## config.mk

```make
export PLATFORM = sky130hd
export DESIGN_NAME = perl_queue
export DESIGN_NICKNAME = d
export VERILOG_FILES = /design/src/design/perl_pkg.sv /design/src/design/perl_queue.sv
export SDC_FILE = /design/constraint.sdc
export NUM_CORES = 1
export LEC_CHECK = 0
export BUFFER_PORTS_ARGS = -buffer_cell sky130_fd_sc_hd__buf_2
export CAP_MARGIN = 15
export CORE_UTILIZATION = 45
export DETAILED_ROUTE_END_ITERATION = 10
export PLACE_DENSITY = 0.67
export SLEW_MARGIN = 25
export SYNTH_ARGS = -nofsm -noshare
export SYNTH_HDL_FRONTEND = slang
export SYNTH_SLANG_ARGS = --single-unit
```

## constraint.sdc

```tcl
create_clock -name clock -period 4.2 [get_ports clock]
set_input_delay 0.21 -clock clock [delete_from_list [all_inputs] [get_ports clock]]
set_output_delay 0.21 -clock clock [all_outputs]
set_load 0.01 [all_outputs]
```

## src/design/perl_pkg.sv

```systemverilog
// Shared types, constants and the gradient table function of the 2D gradient noise block.
`default_nettype none

package perl_pkg;

   localparam int unsigned FRAC_BITS_DEF  = 16;
   localparam int unsigned ANGLE_BITS_DEF = 10;
   localparam int unsigned QUEUE_DEPTH    = 4;
   localparam int unsigned CSR_ADDR_W     = 3;

   localparam logic [31:0] HASH_K1       = 32'h68e31da4;
   localparam logic [31:0] HASH_K2       = 32'hb5297a4d;
   localparam logic [31:0] HASH_K3       = 32'h1b56c4e9;
   localparam logic [31:0] LATTICE_PRIME = 32'd198491317;

   // Word index of the seed register (byte address bit 2).
   localparam logic CSR_IDX_SEED = 1'b0;

   typedef struct packed {
      logic [31:0] x0;
      logic [31:0] y0;
      logic [15:0] tx;
      logic [15:0] ty;
   } point_type;

   function automatic logic [14:0] q30_to_q15(input logic signed [63:0] v);
      logic signed [63:0] c;
      logic [63:0] u;
      c = v;
      if (c < 0) c = 0;
      if (c > 64'sd1073741824) c = 64'sd1073741824;
      u = (64'(c) + 64'd16384) >> 15;
      if (u > 64'd32767) u = 64'd32767;
      return u[14:0];
   endfunction

   // Cosine in [29:15] and sine in [14:0] for step r of the first quadrant.
   function automatic logic [29:0] grad_entry(input int unsigned ab, input int unsigned r);
      logic [63:0] th;
      logic [63:0] th2;
      logic [63:0] term;
      logic signed [63:0] sn;
      logic signed [63:0] cs;
      th   = (64'(r) * 64'd1686629713) >> (ab - 2);
      th2  = (th * th) >> 30;
      sn   = $signed(th);
      term = th;
      term = ((term * th2) >> 30) / 64'd6;   sn = sn - $signed(term);
      term = ((term * th2) >> 30) / 64'd20;  sn = sn + $signed(term);
      term = ((term * th2) >> 30) / 64'd42;  sn = sn - $signed(term);
      term = ((term * th2) >> 30) / 64'd72;  sn = sn + $signed(term);
      term = ((term * th2) >> 30) / 64'd110; sn = sn - $signed(term);
      term = ((term * th2) >> 30) / 64'd156; sn = sn + $signed(term);
      term = ((term * th2) >> 30) / 64'd210; sn = sn - $signed(term);
      cs   = 64'sd1073741824;
      term = 64'd1073741824;
      term = ((term * th2) >> 30) / 64'd2;   cs = cs - $signed(term);
      term = ((term * th2) >> 30) / 64'd12;  cs = cs + $signed(term);
      term = ((term * th2) >> 30) / 64'd30;  cs = cs - $signed(term);
      term = ((term * th2) >> 30) / 64'd56;  cs = cs + $signed(term);
      term = ((term * th2) >> 30) / 64'd90;  cs = cs - $signed(term);
      term = ((term * th2) >> 30) / 64'd132; cs = cs + $signed(term);
      term = ((term * th2) >> 30) / 64'd182; cs = cs - $signed(term);
      return {q30_to_q15(cs), q30_to_q15(sn)};
   endfunction

endpackage

`default_nettype wire

```

## src/design/perl_queue.sv

```systemverilog
// Short request queue between the front end and the arithmetic back end.
`default_nettype none

module perl_queue import perl_pkg::*; (
   input  wire logic       clock,
   input  wire logic       reset,
   input  wire logic       push,
   input  wire point_type  push_data,
   output logic            full,
   input  wire logic       pop,
   output point_type       pop_data,
   output logic            not_empty
);

   localparam int unsigned PTR_W = $clog2(QUEUE_DEPTH);

   point_type        slot_ff [QUEUE_DEPTH];
   logic [PTR_W-1:0] wr_ptr_ff;
   logic [PTR_W-1:0] wr_ptr_in;
   logic [PTR_W-1:0] rd_ptr_ff;
   logic [PTR_W-1:0] rd_ptr_in;
   logic [PTR_W:0]   count_ff;
   logic [PTR_W:0]   count_in;

   assign full      = (count_ff == (PTR_W+1)'(QUEUE_DEPTH));
   assign not_empty = (count_ff != '0);
   assign pop_data  = slot_ff[rd_ptr_ff];

   always_comb begin
      wr_ptr_in = push ? wr_ptr_ff + 1'b1 : wr_ptr_ff;
      rd_ptr_in = pop ? rd_ptr_ff + 1'b1 : rd_ptr_ff;
      count_in  = count_ff + (PTR_W+1)'(push) - (PTR_W+1)'(pop);
   end

   always_ff @(posedge clock) begin
      if (reset) begin
         wr_ptr_ff <= '0;
         rd_ptr_ff <= '0;
         count_ff  <= '0;
      end else begin
         wr_ptr_ff <= wr_ptr_in;
         rd_ptr_ff <= rd_ptr_in;
         count_ff  <= count_in;
      end
   end

   always_ff @(posedge clock) begin
      if (push) slot_ff[wr_ptr_ff] <= push_data;
   end

endmodule

`default_nettype wire

```

# Word-level counts from Yosys, hierarchy flattened
# Memory sizes are Yosys's and may differ from the RTL's. A register that Yosys moved wholly into a read port is not among the register bits.
# Cells that the tools add are included.
[totals] ff_bits=7 latchBits=0 ram_bits=384 rom_bits=0 in_bits=100 out_inout_bits=98 wordCells=14 mem_count=1
[op_classes] n_addsub=4 n_mul=0 div_mod_pow=0 order_cmp=0 n_eq_ne=1 shift=0 mux=4 bitwise=0 reduce_logical=1
[memory_table] memory="slot_ff" depth=4 width=96 read_ports=1 rd_ports_with_merged_regs=1 wr=1 line="perl_queue.sv:17" text="point_type slot_ff [QUEUE_DEPTH];"
[op_table] op="2-bit by 1-bit adder with 2-bit output, second input constant" count=2
[op_table] op="2-bit 2-to-1 mux" count=2
[op_table] op="3-bit by 1-bit adder with 3-bit output" count=1
[op_table] op="3-bit equality test, second input constant" count=1
[op_table] op="3-bit nonzero test" count=1
[op_table] op="3-bit by 1-bit subtractor with 3-bit output" count=1
[op_table] op="1-bit 2-to-1 mux" count=2

# Depth between registers and ports, before layout
[logic_depth] ltp_word=3 ltp_mapped=7 ltp_nobuf=7

# Worst setup path after synthesis
# OpenSTA, ideal clock, no wires.
[synth_timing] path_type="register -> register" start="register wr_ptr_ff[0]" end="memory slot_ff[0][0] (netlist bit), enable pin" setup_ns=0.465 arrival_time_ns=2.764 required_time_ns=3.735 slack_ns=0.971 stages_incl_launch_ff=4 n_path_buf=0 synth_period_minus_slack_ns=3.229 cell_sequence="dfxtp_1 -> inv_1 -> ha_1 -> and2_1"
[synth_lines] item="start: declaration" line="perl_queue.sv:18" text="logic [PTR_W-1:0] wr_ptr_ff;"
[synth_lines] item="start signal: assignment" line="perl_queue.sv:41" text="wr_ptr_ff <= wr_ptr_in;"
[synth_lines] item="end: declaration" line="perl_queue.sv:17"
# No word-level cell before the write port.

==> results_tabular.tex <==
\begin{tabular}{lr}
\hline
Metric & Value \\
\hline
\multicolumn{2}{l}{\textbf{Status}} \\
\quad Result of the run & completed \\
\multicolumn{2}{l}{\textbf{Route}} \\
\quad Remaining number of nets flagged by the antenna check after routing & 0 \\
\quad Sum of routed wire length over all layers & 27.5 mm \\
\quad Via density per instance & 5.24 \\
\quad Mean routed wirelength per cell & 21.1 um \\
\quad Residual DRC & 0 \\
\quad Number of DRC markers after the initial detailed-route iteration & 405 \\
\quad Number of detailed-routing iterations run before antenna repair & 5 \\
\quad Total via count in the routed design & 6821 \\
\multicolumn{2}{l}{\textbf{Timing}} \\
\quad Number of setup violations in the final report & 0 \\
\quad Final hold viol count & 0 \\
\quad Max-slew violation total from the final report & 0 \\
\quad Time the final worst path needs with I/O delays and setup & 2710 ps \\
\quad Setup ws final & 1490 ps \\
\quad Sum Neg Setup Slack & 0 ps \\
\quad Final setup skew & 11.4 ps \\
\quad Relative slew margins & 33.8\% \\
\quad Setup repair after global routing missed its margin & no \\
\quad Transition at the pin with the smallest max-transition slack & 993 ps \\
\quad Fmax achieved & 369 MHz \\
\quad Period utilization & 64.6\% \\
\multicolumn{2}{l}{\textbf{Floorplanning}} \\
\quad Die boundary height & 180 um \\
\quad Site Rows & 64 \\
\quad Core ar. & 0.0309 mm2 \\
\quad Floorplan die width & 180 um \\
\quad Initial Utilization & 46.2\% \\
\quad Area of the die & 0.0325 mm2 \\
\quad Ports placed on the boundary & 198 \\
\multicolumn{2}{l}{\textbf{Worst setup path}} \\
\quad Slowest cell on the critical path & sky130\_fd\_sc\_hd\_\_dfxtp\_4 \\
\quad Arrival @ worst endpoint & 2500 ps \\
\quad Ordered list of cells on the worst path & buf\_4 > mux4\_2 > buf\_2 \\
\quad Reg2Reg Launch Point & wr\_ptr\_ff[0]\$\_SDFFE\_PP0P\_ \\
\quad Type of element capturing the critical path & primary output \\
\quad Maximum fanout encountered on the critical timing path & 27 \\
\quad Worst reg2reg endpoint & slot\_ff[3][7]\$\_DFFE\_PP\_ \\
\quad Critical path start-end classification & reg2out \\
\quad Worst R2R Path Depth & 3 \\
\quad R2R setup slack & 2000 ps \\
\quad Slowest Stage Delay on Critical Path & 710 ps \\
\quad Worst endpoint required time & 3990 ps \\
\quad Category of the worst setup path launch point & register \\
\multicolumn{2}{l}{\textbf{Synthesis}} \\
\quad Net Count, Synth & 651 \\
\quad Distinct cells, synth & 21 \\
\quad Post-synthesis cell count & 544 \\
\quad Part of the Yosys area used for sequential elements & 82.0\% \\
\quad Yosys synthesis warning count & 0 \\
\quad Post-synthesis register bit count & 393 \\
\quad Netlist area before placement & 0.0143 mm2 \\
\quad Syn Area/Cell & 26.3 um2 \\
\multicolumn{2}{l}{\textbf{Min path}} \\
\quad Min-Delay Startpoint & pop \\
\quad Hold WC Path Type & in2reg \\
\quad WHS Path Cells & 3 \\
\multicolumn{2}{l}{\textbf{Power}} \\
\quad Internal power consumption & 7.05 mW \\
\quad Share of total power in the clock network & 39.3\% \\
\quad IR Drop Worst-Case VDD & 0.000299 V \\
\quad Sequential Power Share & 51.0\% \\
\quad Power per cell area & 496 mW/mm2 \\
\quad Overall power after layout & 8.98 mW \\
\quad Combinational Power Share & 9.7\% \\
\quad Net switching fraction of the power & 21.5\% \\
\quad Static leakage & 6.18 nW \\
\quad Net switching power figure & 1.93 mW \\
\multicolumn{2}{l}{\textbf{Clock tree}} \\
\quad Clock net sink count & 393 \\
\quad Number of CTS-inserted buffers & 40 \\
\quad Register clock-pin slew on the reported worst setup and hold paths & 60 ps \\
\quad Setup Fix Bufs, Post-CTS & 0 \\
\quad H-tree Lvls & 2 \\
\quad Maximum clock insertion buffer count & 3 \\
\quad Clock latency on the worst-skew pair & 520 ps \\
\quad Clk Tree Root Cell & sky130\_fd\_sc\_hd\_\_clkbuf\_16 \\
\quad Clock tree from TritonCTS & yes \\
\quad Post-cts resize count & 0 \\
\quad Number of buffers inserted for hold repair after clock tree synthesis & 97 \\
\multicolumn{2}{l}{\textbf{Placement}} \\
\quad Port Buffer Count & 197 \\
\quad Cells after DPL & 1130 \\
\quad Worst setup slack after placement & 1930 ps \\
\quad Placer congestion estimate & 0.740 \\
\quad Half-perimeter wire length of the detailed placement result & 16.2 mm \\
\multicolumn{2}{l}{\textbf{Global route}} \\
\quad Overflow left after global routing & 0 \\
\quad Via count of the first global-routing pass & 7602 \\
\quad Initial antenna violation count & 2 \\
\quad Pin count of the biggest net entering global routing & 64 \\
\quad Global-route wire length before repair & 42.4 mm \\
\quad Aggregate global-route resource usage & 17.1\% \\
\multicolumn{2}{l}{\textbf{Final layout}} \\
\quad Fraction of layout cells with a size suffix above 1 & 41.7\% \\
\quad Most frequent standard cell in the layout excluding fill and tap cells & sky130\_fd\_sc\_hd\_\_edfxtp\_1 \\
\quad Relative area change from synthesis to final layout & 26.7\% \\
\quad Final non-filler cell total & 1302 \\
\quad Commonest cells after routing, fill and taps aside & sky130\_fd\_sc\_hd\_\_edfxtp\_1, sky130\_fd\_sc\_hd\_\_buf\_2, sky130\_fd\_sc\_hd\_\_dlygate4sd3\_1 \\
\quad Net count of the finished layout & 980 \\
\multicolumn{2}{l}{\textbf{Run}} \\
\quad Max-cap viol count & 0 \\
\hline
\end{tabular}
## logic make-up (layout without fill, tap and decap cells)
logic type | Yosys count | after routing | synth area share [%]
xor gates and xnor gates | 3 | 3 | 0.289
buffers and inverters | 28 | 388 | 1.21
other | 0 | 2 | 0
adders and majority gates | 7 | 7 | 0.666
and+or+nand+nor | 14 | 14 | 0.534
DFF | 393 | 393 | 82.0
muxes | 97 | 97 | 15.2
AOI/OAI and AO/OA | 2 | 2 | 0.105
## power by group through the flow
stage | registers (mW) | logic, mW | clock network [mW]
after floorplan | 4.63 | 0.499 | 0
after global placement | 4.66 | 0.772 | 0
after detailed placement | 4.67 | 0.814 | 0
after CTS | 4.58 | 0.890 | 3.60
after global routing | 4.60 | 0.939 | 3.75
final | 4.58 | 0.874 | 3.53
## Yosys cell counts
cell type,count,area share (%)
sky130_fd_sc_hd__edfxtp_1,384,81
sky130_fd_sc_hd__mux4_2,96,15
sky130_fd_sc_hd__buf_2,11,0.39
sky130_fd_sc_hd__dfxtp_1,9,1.3
sky130_fd_sc_hd__ha_1,6,0.53
sky130_fd_sc_hd__inv_1,6,0.16
sky130_fd_sc_hd__buf_6,5,0.39
sky130_fd_sc_hd__clkbuf_1,5,0.13
sky130_fd_sc_hd__nor2_1,5,0.13
sky130_fd_sc_hd__and2_1,4,0.18
sky130_fd_sc_hd__nor2b_1,2,0.088
sky130_fd_sc_hd__xnor2_1,2,0.12
sky130_fd_sc_hd__a21bo_2,1,0.070
sky130_fd_sc_hd__a21oi_1,1,0.035
sky130_fd_sc_hd__and3_1,1,0.044
sky130_fd_sc_hd__buf_12,1,0.14
sky130_fd_sc_hd__fa_1,1,0.14
sky130_fd_sc_hd__mux2i_1,1,0.070
sky130_fd_sc_hd__nand3b_1,1,0.053
sky130_fd_sc_hd__or3_1,1,0.044
sky130_fd_sc_hd__xor3_1,1,0.17
## sequential cells by signal (all words and copies together), names as in the netlist, named ones only
signal     flops
slot_ff      384
count_ff       3
rd_ptr_ff      2
wr_ptr_ff      2
## routing by layer
layer	share of wire (%)	vias to the layer above	global-route usage, %
met5	0	-	0
met4	2.1	0	4.99
met3	6.3	46	3.82
met2	51	215	30.1
met1	40	3564	21.3
li1	-	2996	-
## worst max path at each step
stage                         startpoint                 endpoint  slack [ps]  depth (start not counted)
2_1_floorplan  wr_ptr_ff[0]$_SDFFE_PP0P_  slot_ff[0][0]$_DFFE_PP_         970                          3
3_3_place_gp                    register             pop_data[38]        1990                          3
3_5_place_dp                    register             pop_data[10]        1930                          3
4_1_cts                         register             pop_data[11]        1350                          3
5_1_grt                         register             pop_data[11]        1250                          3
6_report                        register             pop_data[34]        1490                          3
## worst max-delay path, delay by kind of cell, from the launching register on
family | cells | cell delay (ps)
DFF | 1 | 710
muxes | 1 | 580
buffers and inverters | 2 | 680
## cell type report
| cell class | instances | area [um2] |
|---|---|---|
| repair buffers | 309 | 2120 |
| well taps | 396 | 495 |
| diodes | 2 | 5.00 |
| clock inverters | 28 | 283 |
| multi-input cells | 123 | 2410 |
| fillers | 2225 | 12800 |
| clock buffers | 45 | 1040 |
| flip-flops and latches | 393 | 11700 |
| inverters | 6 | 22.5 |
## through the flow
stage	hold slack (ps)	util, %	area [um2]
6_report	40.9	58.5	18100
3_5_place_dp	428	51.1	15800
2_1_floorplan	282	-	14300
5_1_grt	59.5	58.5	18100
3_3_place_gp	418	50.9	15700
4_1_cts	19.1	58.5	18100
No activity file was read; power rests on OpenSTA's default activity.
