===== src/design/perl_pkg.sv =====
// Shared types, constants and the gradient table function of the 2D gradient noise block.
`default_nettype none

package perl_pkg;

   localparam int unsigned FRAC_BITS_DEF  = 16;
   localparam int unsigned ANGLE_BITS_DEF = 10;
   localparam int unsigned QUEUE_DEPTH    = 4;
   localparam int unsigned CSR_ADDR_W     = 3;

   localparam logic [31:0] HASH_K1       = 32'h68e31da4;
   localparam logic [31:0] HASH_K2       = 32'hb5297a4d;
   localparam logic [31:0] HASH_K3       = 32'h1b56c4e9;
   localparam logic [31:0] LATTICE_PRIME = 32'd198491317;

   // Word index of the seed register (byte address bit 2).
   localparam logic CSR_IDX_SEED = 1'b0;

   typedef struct packed {
      logic [31:0] x0;
      logic [31:0] y0;
      logic [15:0] tx;
      logic [15:0] ty;
   } point_type;

   function automatic logic [14:0] q30_to_q15(input logic signed [63:0] v);
      logic signed [63:0] c;
      logic [63:0] u;
      c = v;
      if (c < 0) c = 0;
      if (c > 64'sd1073741824) c = 64'sd1073741824;
      u = (64'(c) + 64'd16384) >> 15;
      if (u > 64'd32767) u = 64'd32767;
      return u[14:0];
   endfunction

   // Cosine in [29:15] and sine in [14:0] for step r of the first quadrant.
   function automatic logic [29:0] grad_entry(input int unsigned ab, input int unsigned r);
      logic [63:0] th;
      logic [63:0] th2;
      logic [63:0] term;
      logic signed [63:0] sn;
      logic signed [63:0] cs;
      th   = (64'(r) * 64'd1686629713) >> (ab - 2);
      th2  = (th * th) >> 30;
      sn   = $signed(th);
      term = th;
      term = ((term * th2) >> 30) / 64'd6;   sn = sn - $signed(term);
      term = ((term * th2) >> 30) / 64'd20;  sn = sn + $signed(term);
      term = ((term * th2) >> 30) / 64'd42;  sn = sn - $signed(term);
      term = ((term * th2) >> 30) / 64'd72;  sn = sn + $signed(term);
      term = ((term * th2) >> 30) / 64'd110; sn = sn - $signed(term);
      term = ((term * th2) >> 30) / 64'd156; sn = sn + $signed(term);
      term = ((term * th2) >> 30) / 64'd210; sn = sn - $signed(term);
      cs   = 64'sd1073741824;
      term = 64'd1073741824;
      term = ((term * th2) >> 30) / 64'd2;   cs = cs - $signed(term);
      term = ((term * th2) >> 30) / 64'd12;  cs = cs + $signed(term);
      term = ((term * th2) >> 30) / 64'd30;  cs = cs - $signed(term);
      term = ((term * th2) >> 30) / 64'd56;  cs = cs + $signed(term);
      term = ((term * th2) >> 30) / 64'd90;  cs = cs - $signed(term);
      term = ((term * th2) >> 30) / 64'd132; cs = cs + $signed(term);
      term = ((term * th2) >> 30) / 64'd182; cs = cs - $signed(term);
      return {q30_to_q15(cs), q30_to_q15(sn)};
   endfunction

endpackage

`default_nettype wire


===== src/design/perl_front.sv =====
// Front end: request intake, lattice cell and fraction split, and the seed register.
`default_nettype none

module perl_front import perl_pkg::*; #(
   parameter int unsigned FRAC_BITS = FRAC_BITS_DEF
) (
   input  wire logic                  clock,
   input  wire logic                  reset,
   input  wire logic                  req_valid,
   output logic                       req_stall,
   input  wire logic signed [31:0]    req_point_x,
   input  wire logic signed [31:0]    req_point_y,
   input  wire logic                  q_full,
   output logic                       q_push,
   output point_type                  q_data,
   input  wire logic                  psel,
   input  wire logic                  penable,
   input  wire logic                  pwrite,
   input  wire logic [CSR_ADDR_W-1:0] paddr,
   input  wire logic [31:0]           pwdata,
   output logic [31:0]                prdata,
   output logic                       pready,
   output logic [31:0]                seed
);

   logic [31:0] seed_ff;
   logic [31:0] seed_in;
   logic [15:0] tx;
   logic [15:0] ty;

   assign req_stall = q_full;
   assign q_push    = req_valid && !q_full;

   generate
      if (FRAC_BITS >= 16) begin : g_frac_trunc
         assign tx = req_point_x[FRAC_BITS-1 -: 16];
         assign ty = req_point_y[FRAC_BITS-1 -: 16];
      end else begin : g_frac_pad
         assign tx = {req_point_x[FRAC_BITS-1:0], {(16-FRAC_BITS){1'b0}}};
         assign ty = {req_point_y[FRAC_BITS-1:0], {(16-FRAC_BITS){1'b0}}};
      end
   endgenerate

   always_comb begin
      q_data.x0 = 32'(req_point_x >>> FRAC_BITS);
      q_data.y0 = 32'(req_point_y >>> FRAC_BITS);
      q_data.tx = tx;
      q_data.ty = ty;
   end

   always_comb begin
      seed_in = seed_ff;
      if (psel && penable && pwrite && (paddr[2] == CSR_IDX_SEED)) seed_in = pwdata;
   end

   always_ff @(posedge clock) begin
      if (reset) begin
         seed_ff <= '0;
      end else begin
         seed_ff <= seed_in;
      end
   end

   assign prdata = (paddr[2] == CSR_IDX_SEED) ? seed_ff : '0;
   assign pready = 1'b1;
   assign seed   = seed_ff;

endmodule

`default_nettype wire


===== config.mk =====
export PLATFORM = sky130hd
export DESIGN_NAME = perl_front
export DESIGN_NICKNAME = d
export VERILOG_FILES = /design/src/design/perl_pkg.sv /design/src/design/perl_front.sv
export SDC_FILE = /design/constraint.sdc
export NUM_CORES = 1
export LEC_CHECK = 0
export ABC_CLOCK_PERIOD_IN_PS = 1080
export BUFFER_PORTS_ARGS = -buffer_cell sky130_fd_sc_hd__buf_2
export CAP_MARGIN = 20
export CORE_AREA = 5 5 100 102
export CTS_CLUSTER_SIZE = 14
export DETAILED_ROUTE_END_ITERATION = 10
export DIE_AREA = 0 0 105 107
export GPL_TIMING_DRIVEN = 0
export PLACE_DENSITY = 0.75
export SYNTH_ARGS = -nofsm -noshare
export SYNTH_HDL_FRONTEND = slang
export SYNTH_SLANG_ARGS = --single-unit

===== constraint.sdc =====
create_clock -name clock -period 1.08 [get_ports clock]
set_clock_uncertainty 0.1 [all_clocks]
set_input_delay 0.216 -clock clock [delete_from_list [all_inputs] [get_ports clock]]
set_output_delay 0.216 -clock clock [all_outputs]
set_load 0.01 [all_outputs]

---- Yosys cells after proc, flatten, opt, wreduce, memory -nomap -nowiden ----
Cells that the tools add are included.
storage, ports and cells
  register bits ........................... 32
  word-level logic and storage cells ...... 8
  input port bits ......................... 106
cells by class
  mux-type cells .......................... 1
  reductions and logical operators ........ 5
  bitwise gates (word level) .............. 1
operators by type and width
  operator             number
  $mux W32             1
  $logic_and A1 B1 Y1  4
  $logic_not A1 Y1     1
  $not A1 Y1           1

---- Logic depth before layout (Yosys ltp) ----
Gate-level depths: netlist of the first run.
  depth after elaboration ................. 3
  depth in mapped cells ................... 4
  depth with buffers taken out ............ 2

---- Worst setup path after synthesis of the first run ----
No wires, ideal clock.
  path kind ............................... input to register
  from .................................... input paddr[2]
  to ...................................... register seed_ff[0], in the netlist seed[0]
  required time ........................... 908 ps
  buffers on the path ..................... 2
  path slack .............................. 24 ps
  cell stages on the path ................. 4
  data arrival time ....................... 885 ps
  library setup time ...................... 72 ps
  cell sequence ........................... and4b_1 > buf_6 > buf_12 > mux2i_1
between the ends
  cells in the longest elaborated chain, start to end .. 2
RTL lines
  what                  RTL line          RTL
  start, declared       perl_front.sv:19  input wire logic [CSR_ADDR_W-1:0] paddr,
  $not A1 Y1            n/a
  $logic_and A1 B1 Y1   perl_front.sv:53  if (psel && penable && pwrite && (paddr[2] == CSR_IDX_SEED)) seed_in = pwdata;
  end signal, assigned  perl_front.sv:60  seed_ff <= seed_in;
  end, declared         perl_front.sv:26  logic [31:0] seed_ff;
No other way between the ends.
A chain may end at the register's enable or synchronous reset.

---- Final worst setup path of the first run ----
  from .................................... register seed_ff[31], in the netlist seed[31]
  to ...................................... output prdata[31]
between the ends
  cells in the longest elaborated chain, start to end .. 1
RTL lines
  what           RTL line          RTL
  $mux W32       perl_front.sv:64  assign prdata = (paddr[2] == CSR_IDX_SEED) ? seed_ff : '0;
  end, declared  perl_front.sv:21  output logic [31:0] prdata,
No other way between the ends.

==> results.sh, run 1 <==
export IMPL_ios=269
export IMPL_rsz0062_at_grt="yes"
export IMPL_avgSynthCellArea_um2=8.840
export IMPL_drc=0
export IMPL_critPathMaxFanout=2
export IMPL_fin_util_pct=51.72
export IMPL_dp_hpwl_um=6349
export IMPL_drv_slew=0
export IMPL_n_antenna_cell=0
export IMPL_syn2layout_area_growth_pct=91.92
export IMPL_port_buffer_count=200
export IMPL_die_y_um=107
export IMPL_min_period_over_period_pct=115.7
export IMPL_p_leak_nw=2.346
export IMPL_vdd_ir_drop_max_mv=0.6797
export IMPL_clockRootBuffer="clkbuf_8"
export IMPL_min_path_type="input pin to flop"
export IMPL_synth_distinct_cells=11
export IMPL_violations="negative setup slack"
export IMPL_clk_path_buf_depth=2
export IMPL_min_period_ns=1.249
export IMPL_total_power_w=0.003500
export IMPL_end_kind="output pin"
export IMPL_clk_latency_ns=0.28
export IMPL_wl_per_cell_um=14.00
export IMPL_hold_viol=0
export IMPL_start_kind="flop"
export IMPL_clock_sinks=32
export IMPL_critical_path_class="flop to output pin"
export IMPL_cp_cell_sequence="and2b_2 > buf_6"
export IMPL_dr_pass1_iters=4
export IMPL_outcome="finished, violations left"
export IMPL_core_um2=9021
export IMPL_dieWidth_um=105
export IMPL_grt_pass1_vias=2447
export IMPL_htree_levels=2
export IMPL_max_stage_delay_ns=0.34
export IMPL_synth_area_um2=2431
export IMPL_cts_tree="done"
export IMPL_maxCapViolations=0
export IMPL_placed_cells=586
export IMPL_clk_pin_slew_ns=0.08
export IMPL_drt_total_wl_um=8877
export IMPL_synth_nets=381
export IMPL_gp_congestion=0.7515
export IMPL_setup_viol_count_final=56
export IMPL_grt_util_all_layers_pct=12.94
export IMPL_antenna_left=0
export IMPL_viasPerCell=4.016
export IMPL_whs_ns=0.06553
export IMPL_largest_register_ffs=32
export IMPL_fin_nets=628
export IMPL_worstPathRequired_ns=0.76
export IMPL_design_die_area_um2=11240
export IMPL_yosysSeqAreaShare_pct=26.35
export IMPL_grt_ovfl_total=0
export IMPL_ys_ff_latch=32
export IMPL_std_cell_rows=35
export IMPL_stdcell_count=634
export IMPL_arrival_ns=0.93
export IMPL_cpMaxStageDelayCell="dfxtp_2"
export IMPL_initial_utilization_pct=26.95
export IMPL_grt_pass1_wl_um=11870
export IMPL_cts_hold_buf=0
export IMPL_grt_max_degree=18
export IMPL_yosysWarnings=0
export IMPL_netlist_instances=275
export IMPL_stdcell_area_um2=4666
export IMPL_numCtsBuffers=5
export IMPL_drive_gt1_share_pct=78.39
export IMPL_fin_ws_ns=-0.1693
export IMPL_cellPowerDensity_nw_per_um2=750.2
export IMPL_post_dp_cell_area_um2=3571
export IMPL_antenna_found_initial=0
export IMPL_max_freq_mhz=800.4
export IMPL_drt_iter0_drc=48
export IMPL_dr_total_vias=2546
[repair_timing]
item | CTS | global route
resized for setup | 94 | 64
cloned | 1 | 2
setup endpoints to repair | 76 | 94
setup buffers | 17 | 20
hold endpoints to repair | 0 | 0
[per-stage QoR]
stage | TNS, ns | setup WS (ns)
after detailed placement | -21.57 | -0.5187
final | -5.899 | -0.1693
after global routing | -8.180 | -0.2070
after global placement | -20.57 | -0.4969
after floorplan | 0 | 0.02384
after CTS | -5.565 | -0.1764
[cell type report]
cell class                 count  area, µm²
buffer                       112      892.1
clock buffer                   5      68.82
clock inverter                 3      46.29
fill                         788       4355
multi-input combinational    131       1071
sequential                    32      683.2
tap                          111      138.9
timing repair buffer         240       1765
[synthesized netlist by cell type]
cell / number / share of area, %
buf_4: 98 / 30
nand2b_1: 64 / 16
dfxtp_1: 32 / 26
mux2i_1: 32 / 13
nor2b_1: 31 / 8.0
clkbuf_1: 10 / 1.5
buf_12: 3 / 2.5
and2b_2: 2 / 0.72
and4b_1: 1 / 0.41
buf_6: 1 / 0.46
conb_1: 1 / 0.15
[layout by cell type, fill, tap and decap left out, drive strengths merged]
cell	Yosys	routed
conb	1	1
clkbuf	10	17
buf	102	340
mux2i	32	32
bufinv	0	1
inv	0	1
dfxtp	32	32
clkinvlp	0	1
and4b	1	1
and2b	2	2
nand2b	64	64
nor2b	31	31
[worst max-delay path: cells and delay by family, from the launching register on]
family        cells  cell delay [ns]
flops             1             0.34
simple gates      1             0.19
buf+inv           1             0.12
[final timing paths]
check / startpoint / end / slack (ns) / depth (start not counted)
worst max-delay path: seed[31] / prdata[31] / -0.17 / 2
worst min-delay path: pwdata[15] / seed[15] / 0.07 / 3
worst max register to register: seed[22] / seed[22] / 0.17 / 4
worst min register to register: seed[2] / seed[2] / 0.39 / 2
[cell families after synthesis]
group	Yosys count	synth area share, %
buffers and inverters	112	34.74
DFF	32	26.35
muxes	32	13.18
other	1	0.1543
and+or+nand+nor	98	25.58
[power breakdown]
| part | internal [W] | leakage [nW] | total, W | switching, W |
|---|---|---|---|---|
| registers | 0.00121 | 0.275 | 0.00123 | 0.0000232 |
| logic | 0.000646 | 2.02 | 0.00106 | 0.000412 |
| clock network | 0.000695 | 0.0548 | 0.00121 | 0.000516 |
[layer usage]
layer / global-route usage (%) / up-vias / part of all wire, %
li1: - / 1247 / -
met1: 13.21 / 1142 / 35
met2: 24.87 / 150 / 53
met3: 4.515 / 7 / 10
met4: 3.288 / 0 / 1.1
met5: 0 / - / 0
(Power assumes the default switching activity.)
==> run 2, diff against run 1 <==
RECOVER_POWER = 100   (was unset)
==> run 2 against run 1 <==
- routed wire length is 0.95% higher
- final cell count unchanged
- sequential cell count stayed put
- die area is the same
- largest power group unchanged
- hold slack about the same
- setup slack barely moved
- count of clock-buffer cells in the layout is the same
- design area shrank 3.7%
- first-iteration DRC count rose by 27%
- non-clock buffer count did not move
- maximum frequency is essentially flat
- critical endpoint unchanged
- the run still ends with negative setup slack left
- critical path depth unchanged
==> results.sh, run 2 (same netlist as run 1, synthesis figures left out) <==
export IMPL_outcome="finished, violations left"
export IMPL_violations="negative setup slack"
export IMPL_whs_ns=0.06558
export IMPL_syn2layout_area_growth_pct=84.87
export IMPL_clockRootBuffer="clkbuf_8"
export IMPL_dr_total_vias=2539
export IMPL_stdcell_count=634
export IMPL_arrival_ns=0.93
export IMPL_hold_viol=0
export IMPL_layout_commonest_cell="buf_4"
export IMPL_fin_nets=628
export IMPL_total_power_w=0.003441
export IMPL_drive_gt1_share_pct=59.66
export IMPL_port_buffer_count=200
export IMPL_grt_max_degree=18
export IMPL_most_common_layout_cells="115 x buf_4, 100 x clkbuf_1, 74 x buf_6"
export IMPL_worstPathRequired_ns=0.76
export IMPL_std_cell_rows=35
export IMPL_grt_pass1_wl_um=11870
export IMPL_fillerInstances=860
export IMPL_drc=0
export IMPL_cellPowerDensity_nw_per_um2=765.6
export IMPL_clock_sinks=32
export IMPL_min_period_over_period_pct=115.7
export IMPL_dp_hpwl_um=6349
export IMPL_cts_tree="done"
export IMPL_grt_ovfl_total=0
export IMPL_largest_register_ffs=32
export IMPL_viasPerCell=4.005
export IMPL_min_path_type="input pin to flop"
export IMPL_critPathMaxFanout=2
export IMPL_antenna_left=0
export IMPL_drt_iter0_drc=61
export IMPL_maxCapViolations=0
export IMPL_dieWidth_um=105
export IMPL_critical_path_class="flop to output pin"
export IMPL_grt_pass1_vias=2447
export IMPL_setup_viol_count_final=66
export IMPL_ios=269
export IMPL_end_kind="output pin"
export IMPL_drt_total_wl_um=8961
export IMPL_fin_setup_tns_ns=-6.072
export IMPL_fin_ws_ns=-0.1693
export IMPL_start_kind="flop"
export IMPL_vdd_ir_drop_max_mv=0.6741
export IMPL_htree_levels=2
export IMPL_die_y_um=107
export IMPL_placed_cells=586
export IMPL_min_period_ns=1.249
export IMPL_numCtsBuffers=5
export IMPL_n_antenna_cell=0
export IMPL_antenna_found_initial=0
export IMPL_clk_path_buf_depth=2
export IMPL_dr_pass1_iters=4
export IMPL_max_freq_mhz=800.4
export IMPL_p_leak_nw=2.062
export IMPL_design_die_area_um2=11240
export IMPL_initial_utilization_pct=26.95
export IMPL_clk_pin_slew_ns=0.08
export IMPL_rsz0062_at_grt="yes"
export IMPL_cts_hold_buf=0
export IMPL_multi_input_area_um2=1071
export IMPL_core_um2=9021
export IMPL_clk_latency_ns=0.28
export IMPL_gp_congestion=0.7515
export IMPL_seq_area_um2=683.2
export IMPL_grt_util_all_layers_pct=12.94
export IMPL_drv_slew=0
export IMPL_wl_per_cell_um=14.13
[run 2: cell count changes in the layout (fill, tap and decap cells not counted), sizes merged]
cell    previous run  this run
buf              340       242
clkbuf            17       115
[run 2: final timing paths]
| path | start | to | slack (ns) | cells past startpoint |
|---|---|---|---|---|
| worst max-delay path | seed[31] | prdata[31] | -0.17 | 2 |
| worst min-delay path | pwdata[15] | seed[15] | 0.07 | 3 |
| worst max register to register | seed[22] | seed[22] | 0.17 | 4 |
| worst min register to register | seed[2] | seed[2] | 0.39 | 2 |
[run 2: per-stage QoR]
step	setup WS (ns)	cell area, µm²	util, %
2_1_floorplan	0.02384	2431	-
6_report	-0.1693	4494	49.82
3_3_place_gp	-0.4969	3571	39.58
5_1_grt	-0.2070	4494	49.82
4_1_cts	-0.1764	4184	46.38
3_5_place_dp	-0.5187	3571	39.58
[run 2: layout make-up]
cell class,instances,share of cell area [%]
timing repair buffer,240,36.02
multi-input combinational,131,23.83
buffer,112,19.29
sequential,32,15.20
tap,111,3.090
clock buffer,5,1.531
clock inverter,3,1.030
[run 2: report_power, final]
part | internal (W) | switching, W
Clock | 0.000695 | 0.000513
Combinational | 0.000584 | 0.000417
Sequential | 0.00121 | 0.0000231
Total | 0.00249 | 0.000953
[run 2: timing repair]
item	in CTS	in global routing
setup endpoints to repair	76	94
resized for setup	94	64
setup buffers	17	20
pin swaps	0	0
gates cloned	1	2
[run 2: worst max-delay path, stage by stage (launching register included)]
cell     delay [ns]
dfxtp_2        0.34
and2b_2        0.19
buf_6          0.12
[run 2: routing by layer]
layer / wire length (µm) / up-vias / global-route usage, %
met1: 3241 / 1139 / 13.21
met5: 0 / - / 0
li1: - / 1243 / -
met4: 99 / 0 / 3.288
met2: 4749 / 150 / 24.87
met3: 871 / 7 / 4.515
